`config.mk`:
```
export PLATFORM = sky130hd
export DESIGN_NAME = q4g_queue
export DESIGN_NICKNAME = d
export VERILOG_FILES = /design/src/rtl/q4g_pkg.sv /design/src/rtl/q4g_queue.sv
export SDC_FILE = /design/constraint.sdc
export NUM_CORES = 1
export LEC_CHECK = 0
export BUFFER_PORTS_ARGS = -buffer_cell sky130_fd_sc_hd__buf_2
export CAP_MARGIN = 10
export CELL_PAD_IN_SITES_DETAIL_PLACEMENT = 0
export CELL_PAD_IN_SITES_GLOBAL_PLACEMENT = 1
export CORE_ASPECT_RATIO = 2
export CORE_MARGIN = 2
export CORE_UTILIZATION = 33
export CTS_CLUSTER_DIAMETER = 80
export CTS_CLUSTER_SIZE = 8
export DETAILED_ROUTE_END_ITERATION = 7
export PLACE_DENSITY_LB_ADDON = 0.1
export SLEW_MARGIN = 20
export SYNTH_ARGS = -nofsm -noshare
export SYNTH_HDL_FRONTEND = slang
export SYNTH_SLANG_ARGS = --single-unit
```
`constraint.sdc`:
```
create_clock -name clk -period 12.7 [get_ports clk]
set_input_delay 1.905 -clock clk [delete_from_list [all_inputs] [get_ports clk]]
set_output_delay 1.905 -clock clk [all_outputs]
set_load 0.1 [all_outputs]
```
`src/rtl/q4g_pkg.sv`:
```
package q4g_pkg;

  localparam int FRAC_BITS_DEF = 16;
  localparam int QDEPTH_DEF    = 4;

  localparam logic signed [31:0] K_DA   = 32'sd226908346;
  localparam logic signed [31:0] K_DB   = 32'sd846833478;
  localparam logic signed [31:0] K_NEAR = 32'sd667876507;
  localparam logic signed [31:0] K_FAR  = 32'sd47951376;
  localparam logic signed [31:0] K_MID  = 32'sd178956971;
  localparam logic [31:0]        K_TWO_PI_Q28 = 32'd1686629713;

  localparam logic [1:0] ST_OK  = 2'd0;
  localparam logic [1:0] ST_DET = 2'd1;
  localparam logic [1:0] ST_RAD = 2'd2;

  typedef struct packed {
    logic signed [31:0] node0_r;
    logic signed [31:0] node0_z;
    logic signed [31:0] node1_r;
    logic signed [31:0] node1_z;
    logic signed [31:0] node2_r;
    logic signed [31:0] node2_z;
    logic signed [31:0] node3_r;
    logic signed [31:0] node3_z;
  } in_item_t;

  typedef struct packed {
    logic [1:0]         point_index;
    logic [1:0]         node_index;
    logic signed [31:0] point_radius;
    logic signed [31:0] point_axial;
    logic signed [31:0] measure;
    logic signed [31:0] deriv_r;
    logic signed [31:0] deriv_z;
    logic [1:0]         status;
    logic               last;
  } out_item_t;

  // one Gauss point handed from front to back
  typedef struct packed {
    logic [1:0]         point;
    logic [1:0]         status;
    logic               last;
    logic signed [31:0] rad;
    logic signed [31:0] axl;
    logic signed [32:0] jrx;
    logic signed [32:0] jre;
    logic signed [32:0] jzx;
    logic signed [32:0] jze;
    logic [63:0]        det;
  } pt_entry_t;

  typedef enum logic [1:0] {F_IDLE, F_MAC, F_DET, F_PUSH} front_state_t;
  typedef enum logic [2:0] {B_IDLE, B_MEAS, B_NUM, B_DSET, B_DIV, B_EMIT} back_state_t;

  // Q30 shape value of node n at point q
  function automatic logic signed [31:0] shape_w(input logic [1:0] q, input logic [1:0] n);
    logic [1:0] k;
    k = n - q;
    case (k)
      2'd0:    shape_w = K_NEAR;
      2'd2:    shape_w = K_FAR;
      default: shape_w = K_MID;
    endcase
  endfunction

  // Q31 dN/dxi of node n at point q
  function automatic logic signed [31:0] dxi_c(input logic [1:0] q, input logic [1:0] n);
    logic signed [31:0] m, p;
    m = q[1] ? K_DA : K_DB;
    p = q[1] ? K_DB : K_DA;
    case (n)
      2'd0:    dxi_c = -m;
      2'd1:    dxi_c = m;
      2'd2:    dxi_c = p;
      default: dxi_c = -p;
    endcase
  endfunction

  // Q31 dN/deta of node n at point q
  function automatic logic signed [31:0] deta_c(input logic [1:0] q, input logic [1:0] n);
    logic               sxn;
    logic signed [31:0] m2, p2;
    sxn = (q == 2'd0) || (q == 2'd3);
    m2  = sxn ? K_DB : K_DA;
    p2  = sxn ? K_DA : K_DB;
    case (n)
      2'd0:    deta_c = -m2;
      2'd1:    deta_c = -p2;
      2'd2:    deta_c = p2;
      default: deta_c = m2;
    endcase
  endfunction

endpackage

```
`src/rtl/q4g_queue.sv`:
```
module q4g_queue #(
  parameter int DEPTH = q4g_pkg::QDEPTH_DEF
) (
  input  logic               clk,
  input  logic               rst_n,
  input  logic               push,
  input  q4g_pkg::pt_entry_t wdata,
  output logic               full,
  input  logic               pop,
  output q4g_pkg::pt_entry_t rdata,
  output logic               empty
);
  import q4g_pkg::*;

  localparam int PW = (DEPTH > 1) ? $clog2(DEPTH) : 1;
  localparam int CW = $clog2(DEPTH + 1);

  pt_entry_t       mem_r [DEPTH];
  logic [PW-1:0]   wr_r, rd_r;
  logic [CW-1:0]   cnt_r;

  assign full  = (cnt_r == CW'(DEPTH));
  assign empty = (cnt_r == '0);
  assign rdata = mem_r[rd_r];

  always_ff @(posedge clk) begin
    if (push) begin
      mem_r[wr_r] <= wdata;
    end
  end

  always_ff @(posedge clk) begin
    if (!rst_n) begin
      wr_r  <= '0;
      rd_r  <= '0;
      cnt_r <= '0;
    end else begin
      if (push) begin
        wr_r <= (wr_r == PW'(DEPTH - 1)) ? '0 : wr_r + 1'b1;
      end
      if (pop) begin
        rd_r <= (rd_r == PW'(DEPTH - 1)) ? '0 : rd_r + 1'b1;
      end
      if (push && !pop) begin
        cnt_r <= cnt_r + 1'b1;
      end else if (pop && !push) begin
        cnt_r <= cnt_r - 1'b1;
      end
    end
  end

  a_no_overflow: assert property (@(posedge clk) disable iff (!rst_n) push |-> !full)
    else $error("point queue written while full");
  a_no_underflow: assert property (@(posedge clk) disable iff (!rst_n) pop |-> !empty)
    else $error("point queue read while empty");

endmodule

```
# Word-level counts from Yosys, hierarchy flattened
# Memories as Yosys holds them, arrays and structs flattened. A register that Yosys moved wholly into a read port is not among the register bits.
# Index checks and enable logic that the tools add are counted.
# totals
register_bits,7
latchBits,0
ramBits,1060
mem_bits_ro,0
in_bits,269
output_inout_bits,267
word_cells,25
mem_count,1
# op_classes
add_sub_neg,4
mul,0
div,0
n_lt_le_gt_ge,0
n_eq_ne,3
n_shift,0
muxes,8
bitwise,0
reduce_logical,6
# memory_table
memory,depth,width,read_ports,rd_ports_with_merged_regs,write_ports,line,text
mem_r,4,265,1,1,1,q4g_queue.sv:18,pt_entry_t mem_r [DEPTH];
# ops
cell,count
2-bit 2-to-1 mux,4
3-bit 2-to-1 mux,2
"2-bit by 1-bit adder with 2-bit output, second input constant",2
"2-bit == test, second input constant",2
"3-bit by 1-bit adder with 3-bit output, second input constant",1
"3-bit == test, second input constant",1
3-bit zero test,1
"3-bit by 1-bit subtractor with 3-bit output, second input constant",1
1-bit logical AND,2
1-bit zero test,2
1-bit 2-to-1 mux,2
2-bit nonzero test,1

# Depth between registers and ports, before layout
# Gate-level depths: netlist of the first run.
# logic_depth
word_depth,4
depth_mapped,7

# Least setup slack after synthesis of the first run
# OpenSTA, ideal clock, no wires.
# synth_timing
path_kind,input -> register
from,in push
to,"mem mem_r[0][0] (netlist bit), enable pin"
setup_time_ns,0.659
arrival_ns,7.891
t_required_ns,12.041
path_slack_ns,4.150
path_stages,1
n_path_buf,0
cell_sequence,and2_1
# synth_via
elab_chain_cells,2
# synth_rtl
item,line,text
from (decl),q4g_queue.sv:6,"input logic push,"
1-bit 2-to-1 mux,q4g_queue.sv:27,if (push) begin
1-bit 2-to-1 mux (not written as such),q4g_queue.sv:28,mem_r[wr_r] <= wdata;
to (decl),q4g_queue.sv:18,
# No other way between the ends.

==> results of run 1 <==
[cells in the final DEF (no fill, tap or decap)]
cell type / n
clkinv_16: 2
clkinv_8: 3
o21a_1: 1
nor2b_1: 5
nor3_1: 2
fa_1: 1
mux2i_1: 4
or3_1: 1
dfxtp_4: 2
a21boi_0: 1
inv_6: 3
xor2_1: 1
inv_16: 3
diode_2: 13
buf_4: 26
dfxtp_1: 7
inv_1: 4
nor2_1: 1
buf_12: 1
edfxtp_1: 1060
and2_1: 1
xnor2_1: 1
ha_1: 6
o21ai_0: 1
clkinv_1: 1
nor3b_1: 1
clkbuf_1: 9
and2_4: 4
buf_2: 535
clkbuf_16: 155
mux4_2: 265
[stage by stage]
stage	hold WS (ns)	setup slack, ns	utilization, %	power [uW]
6_report	0.552	6.69	40.2	9110
5_1_grt	0.566	6.23	40.2	9430
4_1_cts	0.551	6.39	40.2	9270
3_5_place_dp	0.542	7.22	36.7	5640
3_3_place_gp	0.492	7.20	36.7	5620
2_1_floorplan	0.472	4.15	-	5370
[power groups by stage]
stage	Sequential [uW]	Clock, uW	Combinational, uW
6_report	4100	3570	1440
5_1_grt	4100	3820	1510
4_1_cts	4100	3700	1470
3_5_place_dp	4160	0	1470
3_3_place_gp	4160	0	1460
2_1_floorplan	4190	0	1190
[per-layer routing]
layer / up-vias / wire length [um]
met5: - / 368
met4: 60 / 2120
met3: 189 / 9760
met2: 648 / 43400
met1: 9210 / 35300
li1: 7489 / -
[area by class of cell]
type / instances / share of cell area (%)
diodes: 13 / 0.0689
clock buffers: 164 / 8.28
clock inverters: 12 / 0.421
inverters: 4 / 0.0318
multi-input cells: 296 / 13.2
flip-flops and latches: 1069 / 67.8
well taps: 1530 / 4.05
repair buffers: 562 / 6.13
[worst paths after layout]
kind / end / slack [ns] / cells past startpoint
setup reg to reg: mem_r[2][81] / 10.00 / 4
hold / removal: cnt_r[2] / 0.55 / 2
hold reg to reg: cnt_r[2] / 0.55 / 2
setup / recovery: rdata[28] / 6.69 / 4
[kinds of logic (layout without fill, tap and decap cells)]
logic type,Yosys count,after routing
flops,1069,1069
mux,269,269
buf+inv,63,742
simple gates,15,15
fa+ha+maj,7,7
compound gates,3,3
xor+xnor,2,2
other cells,0,13
[critical path, delay by kind of cell, from the launching register on]
| family | cells | cell delay (ns) |
|---|---|---|
| flops | 1 | 0.72 |
| mux | 1 | 0.64 |
| buf+inv | 3 | 1.88 |
[registers in the layout, summed over array words and instances (netlist names), named ones only]
signal and cells:
rd_r 2, wr_r 2, cnt_r 3, mem_r 1060
==> impl_metrics.py, run 1 <==
metrics = {
    "final_layout": {
        "multi_input_comb_area_mm2": 0.00624,
        "fin_cells": 3650,
        "drive_above_1_share_pct": 47.4,
        "final_cell_area_mm2": 0.0472,
        "synthToLayoutAreaGrowth_pct": 21.3,
        "layout.area.seq_mm2": 0.0320,
        "fillers": 10500,
        "final_nets": 2360,
    },
    "cts": {
        "cts_tree": "built",
        "cts_root_buffer": "clkbuf_16",
        "cts_resized": 0,
        "h-tree-depth": 4,
        "clkSinkCount": 1069,
        "clk_pin_slew_worst_paths_ns": 0.05,
        "clock_path_buffers": 3,
        "worstSkewPairLatency_ns": 0.73,
        "cts_made_buffers": 151,
        "post_cts_buffers": 0,
        "hold_buffers": 0,
    },
    "logic_synthesis": {
        "synth_commonest_cells": "edfxtp_1, mux4_2, buf_2, buf_12, dfxtp_1",
        "synth.ff_latch_count": 1069,
        "synth-adder-area-share_pct": 0.244,
        "yosysSeqAreaShare_pct": 82.2,
        "ys.flop_type": "edfxtp_1",
        "async_flop_share_pct": 0,
        "synth_most_common_cell": "edfxtp_1",
        "synthCells": 1428,
        "yosysTopAreaCell": "edfxtp_1",
        "syn_nets": 1704,
        "synth_edf_count": 1060,
        "netlist.area_leader.share_pct": 81.7,
        "synth_top_family_by_area": "multiplexers",
        "synth_compound_area_share_pct": 0.0514,
        "yosys-top-cells-area": "edfxtp_1, mux4_2, buf_12",
        "synth_simple_gate_area_share_pct": 0.231,
        "yosysWarnings": 0,
        "syn-cell-area_mm2": 0.0389,
        "syn_area_per_cell_um2": 27.3,
        "synthXorXnorAreaFrac_pct": 0.0450,
        "muxShareOfSynthArea_pct": 15.4,
        "synth_cell_types": 25,
    },
    "grt": {
        "groute.usage.overall_pct": 15.2,
        "globalRouteMet2Util_pct": 23.7,
        "grt_overflow": 0,
        "grt_busiest_layer": "met2",
        "antenna_found_initial": 46,
        "grtUsageMet1_pct": 18.4,
        "grt_first_pass_wirelength_mm": 133,
        "grt_max_degree": 65,
        "grt_pass1_vias": 19500,
        "use_met3_pct": 7.18,
    },
    "power_and_ir_drop": {
        "p_leak_uw": 0.0156,
        "combPwrFrac_pct": 15.9,
        "seq_power_share_pct": 44.9,
        "power_switching_uw": 2620,
        "p_int_uw": 6490,
        "power_switching_share_pct": 28.8,
        "p_per_area_mw_per_mm2": 193,
        "clockPowerShare_pct": 39.2,
        "irDropWorstVdd_mv": 0.137,
    },
    "floorplan": {
        "fp.dieW_um": 247,
        "die_y_um": 490,
        "design.core.area_mm2": 0.117,
        "start_util_pct": 33.2,
        "num_rows": 178,
        "io_pins": 536,
        "dieArea_mm2": 0.121,
    },
    "critical_path": {
        "cpPeakStageDelay_ns": 0.78,
        "worstPathArrival_ns": 4.11,
        "crit_fanout": 41,
        "critPathCaptureType": "output pin",
        "slowest_stage": "buf_4",
        "crit_chain": "buf_4 > buf_4 > mux4_2 > buf_2",
        "cp.required_ns": 10.80,
        "worstSetupPathType": "flip-flop to output pin",
        "crit_top_cell": "buf_4",
        "setup.worst_path.start_class": "flip-flop",
        "rr_startpoint": "wr_r[0]",
    },
    "routing": {
        "wl_mm": 91.0,
        "antenna_left": 0,
        "wl_per_cell_um": 24.9,
        "drtPass1Iterations": 4,
        "routed-via-count": 17600,
        "vias_per_cell": 4.82,
        "drt-initial-drc-count": 869,
        "route.detailed.drc": 0,
    },
    "sta": {
        "finalSetupViolCount": 0,
        "max_slew_margin_pct": 27.4,
        "rsz0062_at_grt": "false",
        "min_period_ns": 6.01,
        "max_freq_mhz": 166,
        "hold_violations": 0,
        "report.final.slew_viol_count": 0,
        "setup_tns_ns": 0,
        "final.period_utilization_pct": 47.4,
        "finalClockSkew_ns": 0.0214,
        "max_slew.worst_pin.slew_ns": 1.09,
    },
    "placed_design": {
        "dp_cells": 3461,
        "gp_congestion": 0.709,
        "postPlaceCellArea_mm2": 0.0431,
        "hpwl_mm": 54.5,
        "io_buffers": 535,
    },
    "status": {
        "outcome": "finished, final reports clean",
    },
    "run": {
        "drv_cap": 0,
    },
    "worst_hold_path": {
        "holdCritStartpoint": "cnt_r[2]",
        "hold_class": "flip-flop to flip-flop",
    },
}
Power figures use the tool's default switching activity.
==> inputs of run 2 (changes only) <==
Clock period 12.7 ns to 5.1 ns, I/O delays scaled along.
==> impl_metrics.py, run 2 (synthesized netlist as in run 1, its figures left out) <==
metrics = {
    "sta": {
        "max_slew_margin_pct": 30.2,
        "hold_ws_ns": 0.214,
        "report.final.slew_viol_count": 0,
        "hold_violations": 0,
        "rsz0062_at_grt": "false",
        "min_period_ns": 3.86,
        "max_slew.worst_pin.slew_ns": 1.05,
        "setup_tns_ns": 0,
        "max_freq_mhz": 259,
        "finalClockSkew_ns": 0.0296,
        "final.period_utilization_pct": 75.7,
        "finalSetupViolCount": 0,
    },
    "final_layout": {
        "mostFrequentLayoutCells": "edfxtp_1, buf_2, mux4_2, clkbuf_16, buf_12",
        "reg.largest.list": "mem_r: 1060 flops, cnt_r: 3 flops",
        "final_common_cell": "edfxtp_1",
        "regMostFlops": "mem_r",
        "multi_input_comb_area_mm2": 0.00624,
        "fin_util_pct": 40.5,
        "fillers": 10400,
        "final_nets": 2363,
        "largest_reg_flops": 1060,
        "fin_cells": 3650,
        "drive_above_1_share_pct": 47.6,
        "layout.area.seq_mm2": 0.0320,
        "synthToLayoutAreaGrowth_pct": 22.0,
    },
    "placed_design": {
        "io_buffers": 535,
        "dp_cells": 3464,
        "hpwl_mm": 54.8,
        "gp_congestion": 0.698,
    },
    "critical_path": {
        "worstSetupPathType": "flip-flop to output pin",
        "cp.required_ns": 4.34,
        "rr_startpoint": "wr_r[0]",
        "setup.worst_path.start_class": "flip-flop",
        "crit_fanout": 53,
        "critPathCaptureType": "output pin",
        "worstPathArrival_ns": 3.10,
        "rrSetupSlack_ns": 2.84,
    },
    "grt": {
        "grt_first_pass_wirelength_mm": 132,
        "antenna_found_initial": 51,
        "grt_max_degree": 88,
        "groute.usage.overall_pct": 15.0,
        "grt_overflow": 0,
        "grt_pass1_vias": 19600,
    },
    "power_and_ir_drop": {
        "power_switching_share_pct": 29.0,
        "p_int_uw": 16100,
        "seq_power_share_pct": 45.1,
        "combPwrFrac_pct": 16.0,
        "power_switching_uw": 6560,
        "clockPowerShare_pct": 39.0,
        "p_leak_uw": 0.0157,
        "finalPower_uw": 22600,
        "p_per_area_mw_per_mm2": 477,
        "irDropWorstVdd_mv": 0.295,
    },
    "cts": {
        "post_cts_buffers": 0,
        "hold_buffers": 0,
        "cts_made_buffers": 151,
        "clk_pin_slew_worst_paths_ns": 0.05,
        "clock_path_buffers": 3,
        "worstSkewPairLatency_ns": 0.75,
        "h-tree-depth": 4,
        "cts_root_buffer": "clkbuf_16",
        "cts_resized": 0,
        "clkSinkCount": 1069,
        "cts_tree": "built",
    },
    "floorplan": {
        "fp.dieW_um": 247,
        "dieArea_mm2": 0.121,
        "die_y_um": 490,
        "start_util_pct": 33.2,
        "design.core.area_mm2": 0.117,
        "num_rows": 178,
        "io_pins": 536,
    },
    "routing": {
        "wl_per_cell_um": 24.7,
        "vias_per_cell": 4.84,
        "route.detailed.drc": 0,
        "routed-via-count": 17700,
        "drtPass1Iterations": 4,
        "wl_mm": 90.1,
        "antenna_left": 0,
        "drt-initial-drc-count": 869,
    },
    "worst_hold_path": {
        "hold_class": "input port to flip-flop",
        "holdCritStartpoint": "wdata[162]",
    },
    "status": {
        "outcome": "finished, final reports clean",
    },
    "run": {
        "drv_cap": 0,
    },
}
run 2: cell types whose count changed in the layout (fill, tap and decap cells not counted):
| cell | change |
|---|---|
| buf_4 | -17 |
| clkbuf_16 | -4 |
| inv_16 | -2 |
| clkbuf_1 | -3 |
| clkinv_16 | +5 |
| inv_6 | +1 |
| buf_12 | +20 |
run 2: critical path, stage by stage (launching register included):
cell	delay, ns
dfxtp_4	1.02
buf_4	0.50
mux4_2	0.31
buf_2	0.44
run 2: layout make-up:
class | instances | area share [%]
clock inverter | 16 | 0.669
tap | 1530 | 4.03
multi-input combinational | 296 | 13.1
inverter | 4 | 0.0316
antenna | 13 | 0.0685
timing repair buffer | 565 | 6.66
sequential | 1069 | 67.4
clock buffer | 157 | 8.00
run 2: stage by stage:
step | setup slack [ns] | area (um2)
after floorplan | 0.657 | 39000
after global placement | 1.90 | 43400
after detailed placement | 1.88 | 43400
after CTS | 1.05 | 47500
after global routing | 1.02 | 47500
final | 1.24 | 47500
run 2: power by group through the flow:
stage | sequential [uW] | clock (uW) | combinational (uW)
global route | 10200 | 9440 | 3770
global placement | 10300 | 0 | 3660
floorplan | 10400 | 0 | 2950
finish | 10200 | 8830 | 3620
detailed placement | 10400 | 0 | 3670
CTS | 10200 | 9160 | 3680
run 2: worst paths after layout:
kind,endpoint,depth (start not counted)
worst max-delay path,rdata[99],3
worst min-delay path,mem_r[1][162],1
worst min register to register,cnt_r[2],2
worst max register to register,mem_r[1][165],3
run 2: routing by layer:
layer  routed length (um)  share of wire [%]  track usage, %
met5                  464               0.51               0
met4                 2230                2.5            5.75
met3                10300                 11            7.72
met2                42700                 47            23.5
met1                34400                 38            17.5
